--- config.mk ---
export PLATFORM = sky130hd
export DESIGN_NAME = grmap_seq
export DESIGN_NICKNAME = d
export VERILOG_FILES = /design/src/sv/grmap_pkg.sv /design/src/sv/grmap_seq.sv
export SDC_FILE = /design/constraint.sdc
export NUM_CORES = 1
export LEC_CHECK = 0
export BUFFER_PORTS_ARGS = -buffer_cell sky130_fd_sc_hd__buf_4
export CAP_MARGIN = 30
export CORE_AREA = 2 2 202 204
export DETAILED_ROUTE_END_ITERATION = 8
export DIE_AREA = 0 0 204 206
export PLACE_DENSITY_LB_ADDON = 0.15
export SLEW_MARGIN = 20
export SYNTH_ARGS = -nofsm -noshare
export SYNTH_HDL_FRONTEND = slang
export SYNTH_SLANG_ARGS = --single-unit
--- constraint.sdc ---
create_clock -name clock -period 3.5 [get_ports clock]
set_input_delay 0.175 -clock clock [delete_from_list [all_inputs] [get_ports clock]]
set_output_delay 0.175 -clock clock [all_outputs]
set_load 0.02 [all_outputs]
--- src/sv/grmap_pkg.sv ---
`timescale 1ns / 1ps
package grmap_pkg;

   localparam int GRID_DIM_DEF      = 64;
   localparam int RAY_COUNT_DEF     = 360;
   localparam int MAX_RANGE_DEF     = 32;
   localparam int MAX_OBSTACLES_DEF = 128;

   localparam int FRAC_W = 15;
   localparam int TRIG_W = 17;
   localparam logic [63:0] HALF_PI_Q30 = 64'd1686629713;

   localparam logic [5:0] RANGE_RESET = 6'd8;
   localparam logic CSR_IDX_RANGE = 1'b0;

   localparam logic [2:0] MAP_UNKNOWN  = 3'd0;
   localparam logic [2:0] MAP_FREE     = 3'd1;
   localparam logic [2:0] MAP_OBSTACLE = 3'd2;
   localparam logic [2:0] MAP_ROBOT    = 3'd3;
   localparam logic [2:0] MAP_FRONTIER = 3'd4;

   typedef enum logic [1:0] {
      CMD_LOAD,
      CMD_SENSE,
      CMD_WRITE,
      CMD_READ
   } cmd_type;

   typedef enum logic [3:0] {
      ST_CLEAR,
      ST_IDLE,
      ST_OP,
      ST_RAY,
      ST_STEP,
      ST_LOOK,
      ST_MERGE,
      ST_ROBOT,
      ST_READ,
      ST_RESP
   } state_type;

   typedef struct packed {
      logic       we_truth;
      logic       we_owner;
      logic       we_map;
      logic       truth_d;
      logic [6:0] owner_d;
      logic [2:0] map_d;
   } mem_req_type;

endpackage

--- src/sv/grmap_seq.sv ---
`timescale 1ns / 1ps
module grmap_seq #(
   parameter int GRID_DIM      = grmap_pkg::GRID_DIM_DEF,
   parameter int RAY_COUNT     = grmap_pkg::RAY_COUNT_DEF,
   parameter int MAX_RANGE     = grmap_pkg::MAX_RANGE_DEF,
   parameter int MAX_OBSTACLES = grmap_pkg::MAX_OBSTACLES_DEF,
   localparam int DEPTH = GRID_DIM * GRID_DIM,
   localparam int IDX_W = $clog2(DEPTH),
   localparam int RAY_W = $clog2(RAY_COUNT)
) (
   input  logic                                clock,
   input  logic                                reset,
   input  logic                                start,
   output logic                                busy,
   input  logic [1:0]                          req_cmd,
   input  logic [5:0]                          req_cell_x,
   input  logic [5:0]                          req_cell_y,
   input  logic                                req_occupied,
   input  logic [6:0]                          req_obstacle_id,
   input  logic [2:0]                          req_map_value,
   input  logic [5:0]                          range_steps,
   output logic                                rsp_valid,
   output logic [2:0]                          rsp_cell_value,
   output logic [12:0]                         rsp_cells_mapped,
   output logic [7:0]                          rsp_obst_count,
   output logic [RAY_W-1:0]                    ray_idx,
   input  logic signed [grmap_pkg::TRIG_W-1:0] cos_q,
   input  logic signed [grmap_pkg::TRIG_W-1:0] sin_q,
   output logic [IDX_W-1:0]                    mem_addr,
   output grmap_pkg::mem_req_type              mem_req,
   input  logic                                truth_q,
   input  logic [6:0]                          owner_q,
   input  logic [2:0]                          map_q
);
   import grmap_pkg::*;

   localparam int GRID_W    = $clog2(GRID_DIM);
   localparam int RANGE_W   = $clog2(MAX_RANGE + 1);
   localparam int OBS_W     = (MAX_OBSTACLES > 1) ? $clog2(MAX_OBSTACLES) : 1;
   localparam int POS_W     = GRID_W + RANGE_W + FRAC_W + 2;
   localparam int CRD_W     = POS_W - FRAC_W;
   localparam int MAP_LIMIT = (DEPTH < 8191) ? DEPTH : 8191;

   state_type               state_ff, state_in;
   cmd_type                 cmd_ff, cmd_in;
   logic [5:0]              x_ff, x_in, y_ff, y_in;
   logic                    occ_ff, occ_in;
   logic [6:0]              oid_ff, oid_in;
   logic [2:0]              mv_ff, mv_in;
   logic [RAY_W-1:0]        ray_ff, ray_in;
   logic [RANGE_W-1:0]      j_ff, j_in, steps_ff, steps_in;
   logic signed [POS_W-1:0] px_ff, px_in, py_ff, py_in;
   logic [IDX_W-1:0]        cell_ff, cell_in, clr_ff, clr_in;
   logic [OBS_W-1:0]        mk_ff, mk_in;
   logic                    touched_ff [MAX_OBSTACLES];
   logic                    touched_in [MAX_OBSTACLES];
   logic                    seen_ff [MAX_OBSTACLES];
   logic                    seen_in [MAX_OBSTACLES];
   logic [12:0]             mapped_ff, mapped_in;
   logic [7:0]              seen_cnt_ff, seen_cnt_in;

   logic signed [CRD_W-1:0] fx, fy;
   logic                    in_grid, step_in_grid, last_ray;
   logic [IDX_W-1:0]        cmd_idx, step_idx;

   assign fx = px_ff[POS_W-1:FRAC_W];
   assign fy = py_ff[POS_W-1:FRAC_W];
   assign step_in_grid = !fx[CRD_W-1] && !fy[CRD_W-1] &&
                         (int'(fx) < GRID_DIM) && (int'(fy) < GRID_DIM);
   assign step_idx = IDX_W'(int'(fx) * GRID_DIM + int'(fy));
   assign in_grid  = (int'(x_ff) < GRID_DIM) && (int'(y_ff) < GRID_DIM);
   assign cmd_idx  = IDX_W'(int'(x_ff) * GRID_DIM + int'(y_ff));
   assign last_ray = (int'(ray_ff) == RAY_COUNT - 1);

   assign busy             = (state_ff != ST_IDLE);
   assign rsp_valid        = (state_ff == ST_RESP);
   assign rsp_cell_value   = in_grid ? map_q : MAP_UNKNOWN;
   assign rsp_cells_mapped = mapped_ff;
   assign rsp_obst_count   = seen_cnt_ff;
   assign ray_idx          = ray_ff;

   always_ff @(posedge clock) begin
      if (reset) begin
         state_ff    <= ST_CLEAR;
         clr_ff      <= '0;
         mapped_ff   <= '0;
         seen_cnt_ff <= '0;
         for (int i = 0; i < MAX_OBSTACLES; i++) begin
            touched_ff[i] <= 1'b0;
            seen_ff[i]    <= 1'b0;
         end
      end else begin
         state_ff    <= state_in;
         clr_ff      <= clr_in;
         mapped_ff   <= mapped_in;
         seen_cnt_ff <= seen_cnt_in;
         touched_ff  <= touched_in;
         seen_ff     <= seen_in;
      end
      cmd_ff   <= cmd_in;
      x_ff     <= x_in;
      y_ff     <= y_in;
      occ_ff   <= occ_in;
      oid_ff   <= oid_in;
      mv_ff    <= mv_in;
      ray_ff   <= ray_in;
      j_ff     <= j_in;
      steps_ff <= steps_in;
      px_ff    <= px_in;
      py_ff    <= py_in;
      cell_ff  <= cell_in;
      mk_ff    <= mk_in;
   end

   always_comb begin
      state_in    = state_ff;
      cmd_in      = cmd_ff;
      x_in        = x_ff;
      y_in        = y_ff;
      occ_in      = occ_ff;
      oid_in      = oid_ff;
      mv_in       = mv_ff;
      ray_in      = ray_ff;
      j_in        = j_ff;
      steps_in    = steps_ff;
      px_in       = px_ff;
      py_in       = py_ff;
      cell_in     = cell_ff;
      clr_in      = clr_ff;
      mk_in       = mk_ff;
      touched_in  = touched_ff;
      seen_in     = seen_ff;
      mapped_in   = mapped_ff;
      seen_cnt_in = seen_cnt_ff;
      mem_addr    = cmd_idx;
      mem_req     = '0;

      case (state_ff)
         ST_CLEAR: begin
            mem_addr         = clr_ff;
            mem_req.we_truth = 1'b1;
            mem_req.we_map   = 1'b1;
            mem_req.map_d    = MAP_UNKNOWN;
            clr_in           = clr_ff + 1'b1;
            if (int'(clr_ff) == DEPTH - 1) state_in = ST_IDLE;
         end
         ST_IDLE: begin
            if (start) begin
               cmd_in   = cmd_type'(req_cmd);
               x_in     = req_cell_x;
               y_in     = req_cell_y;
               occ_in   = req_occupied;
               oid_in   = req_obstacle_id;
               mv_in    = req_map_value;
               state_in = ST_OP;
            end
         end
         ST_OP: begin
            state_in = ST_READ;
            case (cmd_ff)
               CMD_LOAD: begin
                  mem_req.we_truth = in_grid;
                  mem_req.truth_d  = occ_ff;
                  mem_req.we_owner = in_grid && occ_ff;
                  mem_req.owner_d  = oid_ff;
               end
               CMD_WRITE: begin
                  mem_req.we_map = in_grid && (mv_ff <= MAP_FRONTIER);
                  mem_req.map_d  = mv_ff;
               end
               CMD_SENSE: begin
                  if (in_grid) begin
                     ray_in   = '0;
                     steps_in = (int'(range_steps) < MAX_RANGE) ?
                                RANGE_W'(range_steps) : RANGE_W'(MAX_RANGE);
                     for (int i = 0; i < MAX_OBSTACLES; i++) touched_in[i] = 1'b0;
                     state_in = ST_RAY;
                  end
               end
               default: ;
            endcase
         end
         ST_RAY: begin
            px_in    = POS_W'($signed({1'b0, x_ff, {FRAC_W{1'b0}}}));
            py_in    = POS_W'($signed({1'b0, y_ff, {FRAC_W{1'b0}}}));
            j_in     = '0;
            state_in = ST_STEP;
         end
         ST_STEP: begin
            mem_addr = step_idx;
            cell_in  = step_idx;
            if ((j_ff == steps_ff) || !step_in_grid) begin
               if (last_ray) begin
                  mk_in    = '0;
                  state_in = ST_MERGE;
               end else begin
                  ray_in   = ray_ff + 1'b1;
                  state_in = ST_RAY;
               end
            end else begin
               state_in = ST_LOOK;
            end
         end
         ST_LOOK: begin
            mem_addr       = cell_ff;
            mem_req.we_map = 1'b1;
            if (truth_q) begin
               mem_req.map_d = MAP_OBSTACLE;
               if (int'(owner_q) < MAX_OBSTACLES) touched_in[OBS_W'(owner_q)] = 1'b1;
               if (last_ray) begin
                  mk_in    = '0;
                  state_in = ST_MERGE;
               end else begin
                  ray_in   = ray_ff + 1'b1;
                  state_in = ST_RAY;
               end
            end else begin
               mem_req.map_d = MAP_FREE;
               if ((map_q == MAP_UNKNOWN || map_q == MAP_FRONTIER) &&
                   (mapped_ff < 13'(MAP_LIMIT))) begin
                  mapped_in = mapped_ff + 1'b1;
               end
               // The position walks by one table step per ray step.
               px_in    = px_ff + POS_W'(cos_q);
               py_in    = py_ff + POS_W'(sin_q);
               j_in     = j_ff + 1'b1;
               state_in = ST_STEP;
            end
         end
         ST_MERGE: begin
            if (touched_ff[mk_ff] && !seen_ff[mk_ff]) begin
               seen_in[mk_ff] = 1'b1;
               if (seen_cnt_ff != 8'hFF) seen_cnt_in = seen_cnt_ff + 1'b1;
            end
            mk_in = mk_ff + 1'b1;
            if (int'(mk_ff) == MAX_OBSTACLES - 1) state_in = ST_ROBOT;
         end
         ST_ROBOT: begin
            mem_req.we_map = 1'b1;
            mem_req.map_d  = MAP_ROBOT;
            state_in       = ST_READ;
         end
         ST_READ: begin
            state_in = ST_RESP;
         end
         ST_RESP: begin
            state_in = ST_IDLE;
         end
         default: begin
            state_in = ST_IDLE;
         end
      endcase
   end

endmodule

==> results_dict.tcl, run 1 <==
set metrics [dict create \
    status "finished, final reports clean" \
    relSlewSlack_pct 31.8 \
    worst_slew_pin_slew_ns 1.02 \
    layout-drive-gt1-share_pct 17.4 \
    critical_path.max_fanout 36 \
    synth_edf_count 123 \
    die_h_um 206 \
    synth_seq_cells 416 \
    vias_per_cell 6.05 \
    switching_share_pct 22.2 \
    synthToLayoutAreaGrowth_pct 20.2 \
    routedWlPerCell_um 20.0 \
    io_pins 140 \
    finClkSkew_ns 0.0147 \
    final_core_util_pct 61.3 \
    critPathCapture "seen_ff[117]" \
    path_clk_slew_ns 0.06 \
    worst_setup_path_start_kind "register" \
    cts-htree-levels 2 \
    synth_ff_type "dfxtp_1" \
    finalMaxSlewViolations 0 \
    overflow 0 \
    p_sw_uw 2310 \
    vias 17700 \
    grt_max_degree 129 \
    fin_cells 2923 \
    seqPwrFrac_pct 47.6 \
    rows 74 \
    fin_crit_sh_pct 97.0 \
    drtPass1Iterations 6 \
    drt_iter0_drc 1594 \
    routabilityCongestion 0.921 \
    holdCritPathClass "in -> reg" \
    r2r_slack_ns 0.11 \
    r2r_cells 11 \
    peakVddDrop_uv 366 \
    p_leak_uw 0.00913 \
    synth_warnings 0 \
    routed_wl_um 58500 \
    r2r-start "mk_ff[0]" \
    clock_power_share_pct 47.5 \
    fin_nets 2505 \
    setup_violations 0 \
    post-dp-hpwl_um 38300 \
    synthTopCellsByArea "dfxtp_1, edfxtp_1, o32ai_1, nor2_1, a21oi_1" \
    fillers 3369 \
    min_delay_path_depth 4 \
    initial_core_util_pct 51.0 \
    crit_type "reg -> reg" \
    netlist_area_um2 20500 \
    critPathCaptureType "register" \
    cp_data_arrival_time_ns 3.86 \
    synth_top_area_cell "dfxtp_1" \
    synth-async-reset-ratio_pct 0 \
    grt_pass1_wl_um 91500 \
    ant_nets 0 \
    required_ns 3.96 \
    core_um2 40200 \
    insertion_delay_ns 0.58 \
    antenna_found_initial 0 \
    min_period_ns 3.39 \
    dp.cells 2796 \
    syn_area_per_cell_um2 9.40 \
    worstSetupStartpoint "mk_ff[0]" \
    power_density_nw_per_um2 422 \
    grt_pass1_vias 16800 \
    synth_top_area_share_pct 28.6 \
    clkSinkCount 416 \
    cts-root-buf "clkbuf_16" \
    setup_tns_ns 0 \
    p_comb_share_pct 4.9 \
    yosysUniqueCellTypes 78 \
    grt_usage_pct 27.2 \
    detail_route.drc_violations 0 \
    hold_violations 0 \
    synth_nets 2330 \
    syn_inst 2181 \
    cts_tree "built" \
    r2r_end "seen_ff[117]" \
    max-cap-violations 0 \
    p_int_uw 8080 \
    die_w_um 204 \
    cts_buffers 46 \
    clock.fmax_ghz 0.295 \
    io_buffer_count 137 \
    yosysSeqAreaShare_pct 46.6 \
    num_antenna_cells 0 \
    grt_setup_unrepaired "true" \
    dieArea_um2 42000 \
    clockBufferDepth 3 \
]
## power by group through the flow
| stage | Combinational, uW | Clock (uW) | Sequential, uW |
|---|---|---|---|
| 3_3_place_gp | 457 | 0 | 5050 |
| 6_report | 511 | 4940 | 4940 |
| 3_5_place_dp | 464 | 0 | 5050 |
| 5_1_grt | 560 | 5180 | 4940 |
| 2_1_floorplan | 307 | 0 | 5050 |
| 4_1_cts | 500 | 5020 | 4940 |
## cell usage after synthesis (5+ instances only)
library cell  count
dfxtp_1         293
nor2_1          293
a21oi_1         189
inv_1           154
o32ai_1         129
edfxtp_1        123
nand2_1         106
clkbuf_1         90
ha_1             67
a221oi_1         64
o21ai_0          61
xor2_1           44
xnor2_1          41
a21o_1           34
buf_2            32
nand3_1          32
mux2i_1          29
mux2_2           27
and3_1           26
nor3_1           26
a31oi_1          22
nand2b_1         22
nor2b_1          19
and2_1           18
nand4_1          15
nor4_1           15
a22oi_1          14
a221o_1          13
buf_4            11
o21a_1           11
a211oi_1         10
o22ai_1          10
or3_1            10
o21bai_1          9
o31ai_1           9
or2_2             9
mux4_2            8
buf_6             5
o221ai_1          5
o22a_1            5
or3b_2            5
## through the flow
stage	power (uW)	setup WS, ns	hold WS, ns	area, um^2
after global routing	10700	-0.0346	0.0420	24600
after CTS	10500	0.0784	0.00107	24300
after detailed placement	5510	-0.302	0.350	22400
after global placement	5510	-0.312	0.350	22300
after floorplan	5350	0.464	0.274	20500
final	10400	0.106	0.0280	24600
## layout by cell type, fill, tap and decap left out, types with 18 or more instances in the layout
cell / instances
a21o_1: 34
a21oi_1: 189
a221oi_1: 64
a31oi_1: 22
and2_1: 18
and3_1: 26
buf_4: 213
clkbuf_16: 53
dfxtp_1: 293
dlygate4sd3_1: 35
edfxtp_1: 123
ha_1: 67
inv_1: 153
mux2_2: 27
mux2i_1: 28
nand2_1: 104
nand2b_1: 22
nand3_1: 32
nor2_1: 293
nor2b_1: 18
nor3_1: 22
o21ai_0: 61
o32ai_1: 97
o32ai_2: 32
xnor2_1: 41
xor2_1: 44
## flip-flops by register name, summed over array words and instances (netlist names)
| name | count |
|---|---|
| steps_ff | 6 |
| cell_ff | 12 |
| mk_ff | 7 |
| j_ff | 6 |
| rsp_cells_mapped | 13 |
| px_ff | 29 |
| x_ff | 6 |
| state_ff | 4 |
| clr_ff | 12 |
| cmd_ff | 2 |
| mv_ff | 3 |
| py_ff | 29 |
| seen_ff | 128 |
| y_ff | 6 |
| ray_idx | 9 |
| touched_ff | 128 |
| oid_ff | 7 |
| rsp_obst_count | 8 |
| occ_ff | 1 |
## critical path, cell delays in order (launching register included)
cell and delay [ns]:
edfxtp_1 0.39, buf_12 0.16, mux4_2 0.51, mux2i_2 0.17, nor3_1 0.09, o41ai_2 0.50, o41ai_2 0.21, nor4_4 0.43
buf_4 0.21, nand2_4 0.09, buf_12 0.20, o32ai_1 0.30
## timing repair
action / CTS / global route
setup buffers: 1 / 6
endpoints found under the setup margin: 133 / 131
gates cloned: 0 / 1
hold buffers: 35 / 0
hold endpoints to repair: 36 / 0
pin swaps: 1 / 3
resized for setup: 3 / 42
## layout make-up
cell class / instances / area (um^2) / share of cell area (%)
clock buffer: 67 / 1430 / 5.81
clock inverter: 16 / 121 / 0.492
inverter: 157 / 593 / 2.41
multi-input combinational: 1469 / 10000 / 40.8
sequential: 416 / 9560 / 38.8
tap: 532 / 666 / 2.70
timing repair buffer: 266 / 2230 / 9.05
## how the worst min path moves through the flow
stage / end / start / slack [ns]
after floorplan: cmd_ff[0] / req_cmd[0] / 0.27
after global placement: rsp_cell_value[2] / map_q[2] / 0.35
after detailed placement: rsp_cell_value[2] / map_q[2] / 0.35
after CTS: touched_ff[126] / owner_q[2] / 0.001
after global routing: touched_ff[95] / owner_q[4] / 0.04
final: touched_ff[126] / owner_q[2] / 0.03
## per-layer routing
layer / routed length, um / part of all wire [%] / GRT usage (%) / up-vias
met2: 26700 / 46 / 43.3 / 656
met3: 4360 / 7.5 / 5.16 / 110
met4: 1650 / 2.8 / 9.37 / 0
li1: - / - / - / 8369
met1: 25700 / 44 / 37.2 / 8557
met5: 0 / 0 / 0 / -
## cell families (layout without fill, tap and decap cells)
logic type	count (synthesis)	in the layout	synth area share, %
AOI/OAI and AO/OA	631	631	21.7
xor gates and xnor gates	85	85	3.63
adders and majority gates	70	70	4.38
buffers and inverters	296	506	6.00
DFF	416	416	46.6
muxes	65	65	3.83
and+or+nand+nor	618	618	13.9
No activity file was read; power rests on OpenSTA's default activity.
==> run 2, diff against run 1 <==
--- a/config.mk
+++ b/config.mk
@@ -11,6 +11,7 @@
 export DETAILED_ROUTE_END_ITERATION = 8
 export DIE_AREA = 0 0 204 206
 export PLACE_DENSITY_LB_ADDON = 0.15
+export REMOVE_ABC_BUFFERS = 1
 export SLEW_MARGIN = 20
 export SYNTH_ARGS = -nofsm -noshare
 export SYNTH_HDL_FRONTEND = slang
==> results_dict.tcl, run 2 (synthesis gave the netlist of run 1 again) <==
set metrics [dict create \
    status "finished, final reports clean" \
    holdCritPathClass "in -> reg" \
    ant_nets 0 \
    fin_nets 2499 \
    setup_violations 0 \
    detail_route.drc_violations 0 \
    initial_core_util_pct 51.0 \
    min-delay-start "start" \
    grt_usage_pct 27.6 \
    peakVddDrop_uv 283 \
    grt_pass1_wl_um 92300 \
    worst_slew_pin_slew_ns 1.05 \
    r2r_cells 10 \
    power_density_nw_per_um2 422 \
    switching_share_pct 21.8 \
    grt_pass1_vias 16900 \
    finalMaxSlewViolations 0 \
    layout-drive-gt1-share_pct 15.9 \
    fin_cells 2914 \
    finClkSkew_ns 0.0173 \
    r2r_end "rsp_obst_count[3]" \
    min_delay_path_depth 4 \
    cts_tree "built" \
    num_antenna_cells 0 \
    min_period_ns 3.37 \
    drt_iter0_drc 1358 \
    vias 17700 \
    p_comb_share_pct 5.0 \
    die_w_um 204 \
    io_pins 140 \
    clock_power_share_pct 46.8 \
    final_area_um2 24300 \
    antenna_found_initial 0 \
    p_leak_uw 0.00904 \
    hold_violations 0 \
    dieArea_um2 42000 \
    post-dp-hpwl_um 39500 \
    drtPass1Iterations 6 \
    fin_crit_sh_pct 96.3 \
    seqPwrFrac_pct 48.3 \
    synthToLayoutAreaGrowth_pct 18.4 \
    core_um2 40200 \
    cts-root-buf "clkbuf_16" \
    top_regs "seen_ff: 128 flops, touched_ff: 128 flops" \
    grt_max_degree 115 \
    worst_setup_path_start_kind "register" \
    crit_type "reg -> reg" \
    routedWlPerCell_um 20.2 \
    io_buffer_count 137 \
    max-cap-violations 0 \
    routabilityCongestion 0.914 \
    min_to "state_ff[0]" \
    die_h_um 206 \
    dpl_cell_area_um2 22400 \
    total_power_uw 10200 \
    hold_slack_ns 0.0176 \
    required_ns 3.95 \
    r2r-start "mk_ff[0]" \
    relSlewSlack_pct 29.6 \
    cp_data_arrival_time_ns 3.82 \
    overflow 0 \
    cts-htree-levels 2 \
    r2r_slack_ns 0.13 \
    grt_setup_unrepaired "false" \
    clock.fmax_ghz 0.297 \
    vias_per_cell 6.07 \
    dp.cells 2799 \
    routed_wl_um 58800 \
    p_sw_uw 2240 \
    clkSinkCount 416 \
    layout_common_cells "nor2_1, dfxtp_1, buf_4, a21oi_1, inv_1" \
    clockBufferDepth 3 \
    cts_buffers 45 \
    insertion_delay_ns 0.57 \
    path_clk_slew_ns 0.07 \
    critPathCaptureType "register" \
    critical_path.max_fanout 14 \
    p_int_uw 8000 \
    rows 74 \
]
## run 2: cell count changes in the layout (fill, tap and decap cells not counted), sizes merged
cell	delta
clkinvlp	-4
buf	-2
clkinv	+1
bufinv	-1
dlygate4sd3	-2
inv	-1
## run 2: per-layer routing
layer,global-route usage [%],vias to the layer above,wire [um]
met5,0,-,0
met4,8.72,0,1550
met3,5.17,117,4310
met2,43.8,650,26600
met1,38.3,8568,26300
li1,-,8341,-
## run 2: worst max-delay path, cell delays in order, from the launching register on
cell and delay (ns):
edfxtp_1 0.40, buf_12 0.18, mux4_2 0.50, nor2_1 0.10, nor4_1 0.07, o41ai_2 0.44
buf_4 0.18, o41ai_2 0.09, or4_4 0.58, nor4_2 0.33, mux2_2 0.37
## run 2: cell type report
cell class              count  area (um^2)
multi-input cells        1469         9810
well taps                 532          666
inverters                 157          589
clock buffers              68         1450
flip-flops and latches    416         9560
clock inverters            11         57.6
repair buffers            261         2150
fillers                  3481        15900
## run 2: power by group through the flow
stage / Clock (uW) / Sequential [uW] / Combinational, uW
global placement: 0 / 5050 / 460
global route: 5030 / 4940 / 558
floorplan: 0 / 5050 / 268
finish: 4790 / 4940 / 509
detailed placement: 0 / 5050 / 469
CTS: 4850 / 4940 / 503
## run 2: how the worst max path moves through the flow
| stage | from | endpoint | slack (ns) | cells after the start |
|---|---|---|---|---|
| floorplan | mk_ff[1] | seen_ff[0] | -2.41 | 8 |
| global placement | mk_ff[0] | seen_ff[101] | -0.15 | 11 |
| detailed placement | mk_ff[0] | seen_ff[34] | -0.20 | 11 |
| CTS | mk_ff[0] | rsp_obst_count[3] | 0.005 | 10 |
| global route | mk_ff[0] | seen_ff[67] | 0.04 | 11 |
| finish | mk_ff[0] | rsp_obst_count[3] | 0.13 | 10 |
## run 2: timing repair
action                     4_1_cts  5_1_grt
resized for setup                1        7
setup endpoints to repair      121      121
hold endpoints to repair        33        0
pin swaps                        0        2
setup buffers                    0        0
hold buffers                    33        0
## run 2: metrics by stage
step	setup TNS, ns	utilization [%]	setup slack (ns)
floorplan	-301.79	-	-2.41
global placement	-15.62	55.7	-0.148
detailed placement	-19.04	55.7	-0.203
CTS	0	60.3	0.00488
global route	0	60.4	0.0393
finish	0	60.4	0.130
==> run 3, diff against run 2 <==
--- a/config.mk
+++ b/config.mk
@@ -5,11 +5,12 @@
 export SDC_FILE = /design/constraint.sdc
 export NUM_CORES = 1
 export LEC_CHECK = 0
+export ABC_AREA = 1
 export BUFFER_PORTS_ARGS = -buffer_cell sky130_fd_sc_hd__buf_4
 export CAP_MARGIN = 30
-export CORE_AREA = 2 2 202 204
+export CORE_AREA = 2 2 209 211
 export DETAILED_ROUTE_END_ITERATION = 8
-export DIE_AREA = 0 0 204 206
+export DIE_AREA = 0 0 211 213
 export PLACE_DENSITY_LB_ADDON = 0.15
 export REMOVE_ABC_BUFFERS = 1
 export SLEW_MARGIN = 20
==> results_dict.tcl, run 3 <==
set metrics [dict create \
    status "finished, final reports clean" \
    fin_nets 3297 \
    synth-async-reset-ratio_pct 0 \
    synth_top_area_share_pct 26.8 \
    r2r_cells 14 \
    final_area_um2 25300 \
    grt_pass1_vias 19700 \
    io_buffer_count 137 \
    drt_iter0_drc 1549 \
    grtUsageMet2_pct 45.2 \
    die_h_um 213 \
    dieArea_um2 44900 \
    layout-drive-gt1-share_pct 9.11 \
    relSlewSlack_pct 35.8 \
    yosysSeqAreaShare_pct 43.7 \
    r2r_slack_ns 0.46 \
    antenna_found_initial 0 \
    total_power_uw 10200 \
    final_common_cell "nand2_1" \
    finClkSkew_ns 0.0136 \
    finalMaxSlewViolations 0 \
    max-cap-violations 0 \
    drtPass1Iterations 5 \
    worstSetupStartpoint "state_ff[3]" \
    synth_warnings 0 \
    required_ns 3.32 \
    crit_type "reg -> out" \
    syn_inst 3013 \
    rows 76 \
    cts-root-buf "clkbuf_16" \
    overflow 0 \
    io_pins 140 \
    yosysUniqueCellTypes 46 \
    min-delay-start "cos_q[0]" \
    clkSinkCount 416 \
    die_w_um 211 \
    fin_crit_sh_pct 88.1 \
    p_leak_uw 0.0102 \
    initial_core_util_pct 51.2 \
    insertion_delay_ns 0.58 \
    detail_route.drc_violations 0 \
    synthToLayoutAreaGrowth_pct 15.5 \
    synth_common_cells "nand2_1, a21oi_1, inv_1" \
    grtUsageMet3_pct 4.38 \
    grt_setup_unrepaired "false" \
    cts-htree-levels 2 \
    power_density_nw_per_um2 402 \
    synth_most_common_cell "nand2_1" \
    clock.fmax_ghz 0.324 \
    top_regs "seen_ff: 128 flops, touched_ff: 128 flops" \
    grt-busiest-layer "met2" \
    fin_cells 3728 \
    min_period_ns 3.08 \
    dpl_cell_area_um2 23400 \
    worst_slew_pin_slew_ns 0.962 \
    clockBufferDepth 3 \
    dp.cells 3611 \
    critPathCaptureType "output port" \
    grt_max_degree 129 \
    ant_nets 0 \
    synth_ff_type "dfxtp_1" \
    cts_buffers 46 \
    vias_per_cell 5.52 \
    synth_edf_count 123 \
    fillers 3978 \
    synthTopCellsByArea "dfxtp_1, edfxtp_1, nand2_1, a21oi_1, inv_1" \
    routedWlPerCell_um 16.1 \
    path_clk_slew_ns 0.06 \
    grt_pass1_wl_um 98400 \
    syn_area_per_cell_um2 7.26 \
    routed_wl_um 60100 \
    synth_top_area_cell "dfxtp_1" \
    layout_common_cells "nand2_1, a21oi_1, inv_1, nor2_1, dfxtp_1" \
    peakVddDrop_uv 312 \
    cts_setup_buffers 0 \
    netlist_area_um2 21900 \
    use_met1_pct 35.0 \
    core_um2 42700 \
    routabilityCongestion 0.919 \
    cts_resized 0 \
    num_antenna_cells 0 \
    vias 20600 \
    post-dp-hpwl_um 39500 \
    cts_tree "built" \
    holdCritPathClass "in -> reg" \
    r2r-start "mk_ff[2]" \
    grt_usage_pct 26.7 \
    holdBufCountCts 35 \
    final_core_util_pct 59.2 \
    synth_seq_cells 416 \
    hold_violations 0 \
    min_delay_path_depth 4 \
    worst_setup_path_start_kind "register" \
    critical_path.max_fanout 32 \
    cp_data_arrival_time_ns 2.91 \
    setup_violations 0 \
]
[run 3: critical path, stage by stage (launching register included)]
cell and delay (ns):
dfxtp_1 0.39, inv_1 0.08, nand2_1 0.18, inv_1 0.06, nand2_1 0.13, buf_4 0.38, inv_1 0.37, nand2_1 0.13
o21ai_0 0.09, a21oi_1 0.12, o21ai_0 0.17, buf_4 0.22
[run 3: kinds of logic (layout without fill, tap and decap cells)]
family	Yosys count	after routing	synth area share (%)
xor gates and xnor gates	23	23	0.921
adders and majority gates	70	70	4.11
DFF	416	416	43.7
AOI/OAI and AO/OA	641	641	15.5
and+or+nand+nor	1360	1360	26.4
buffers and inverters	503	672	9.41
[run 3: final cells by class]
| type | instances | area (um^2) | area share, % |
|---|---|---|---|
| clock buffer | 66 | 1360 | 5.38 |
| multi-input combinational | 2094 | 10300 | 40.7 |
| sequential | 416 | 9560 | 37.8 |
| inverter | 361 | 1360 | 5.36 |
| tap | 546 | 683 | 2.70 |
| timing repair buffer | 229 | 1910 | 7.55 |
| clock inverter | 16 | 121 | 0.480 |
[run 3: worst paths after layout]
kind                                      to
worst max-delay path             mem_addr[7]
worst min-delay path                px_ff[0]
worst max register to register  seen_ff[107]
worst min register to register  seen_ff[120]
[run 3: where the power goes]
group / switching [uW] / leakage (uW) / total [uW] / internal [uW]
clock: 2020 / 0.000726 / 4780 / 2770
sequential: 2.84 / 0.00358 / 4940 / 4940
combinational: 261 / 0.00586 / 426 / 165
[run 3: layer usage]
| layer | up-vias | part of all wire, % |
|---|---|---|
| met5 | - | 0 |
| met4 | 0 | 2.3 |
| met3 | 106 | 7.0 |
| met2 | 665 | 47 |
| met1 | 9544 | 43 |
| li1 | 10300 | - |
[run 3: metrics by stage]
step	TNS (ns)	setup slack [ns]	hold WS, ns
after floorplan	-527.17	-3.82	0.244
after global placement	0	0.541	0.350
after detailed placement	0	0.499	0.350
after CTS	0	0.392	0.00267
after global routing	0	0.153	0.0475
final	0	0.417	0.0226
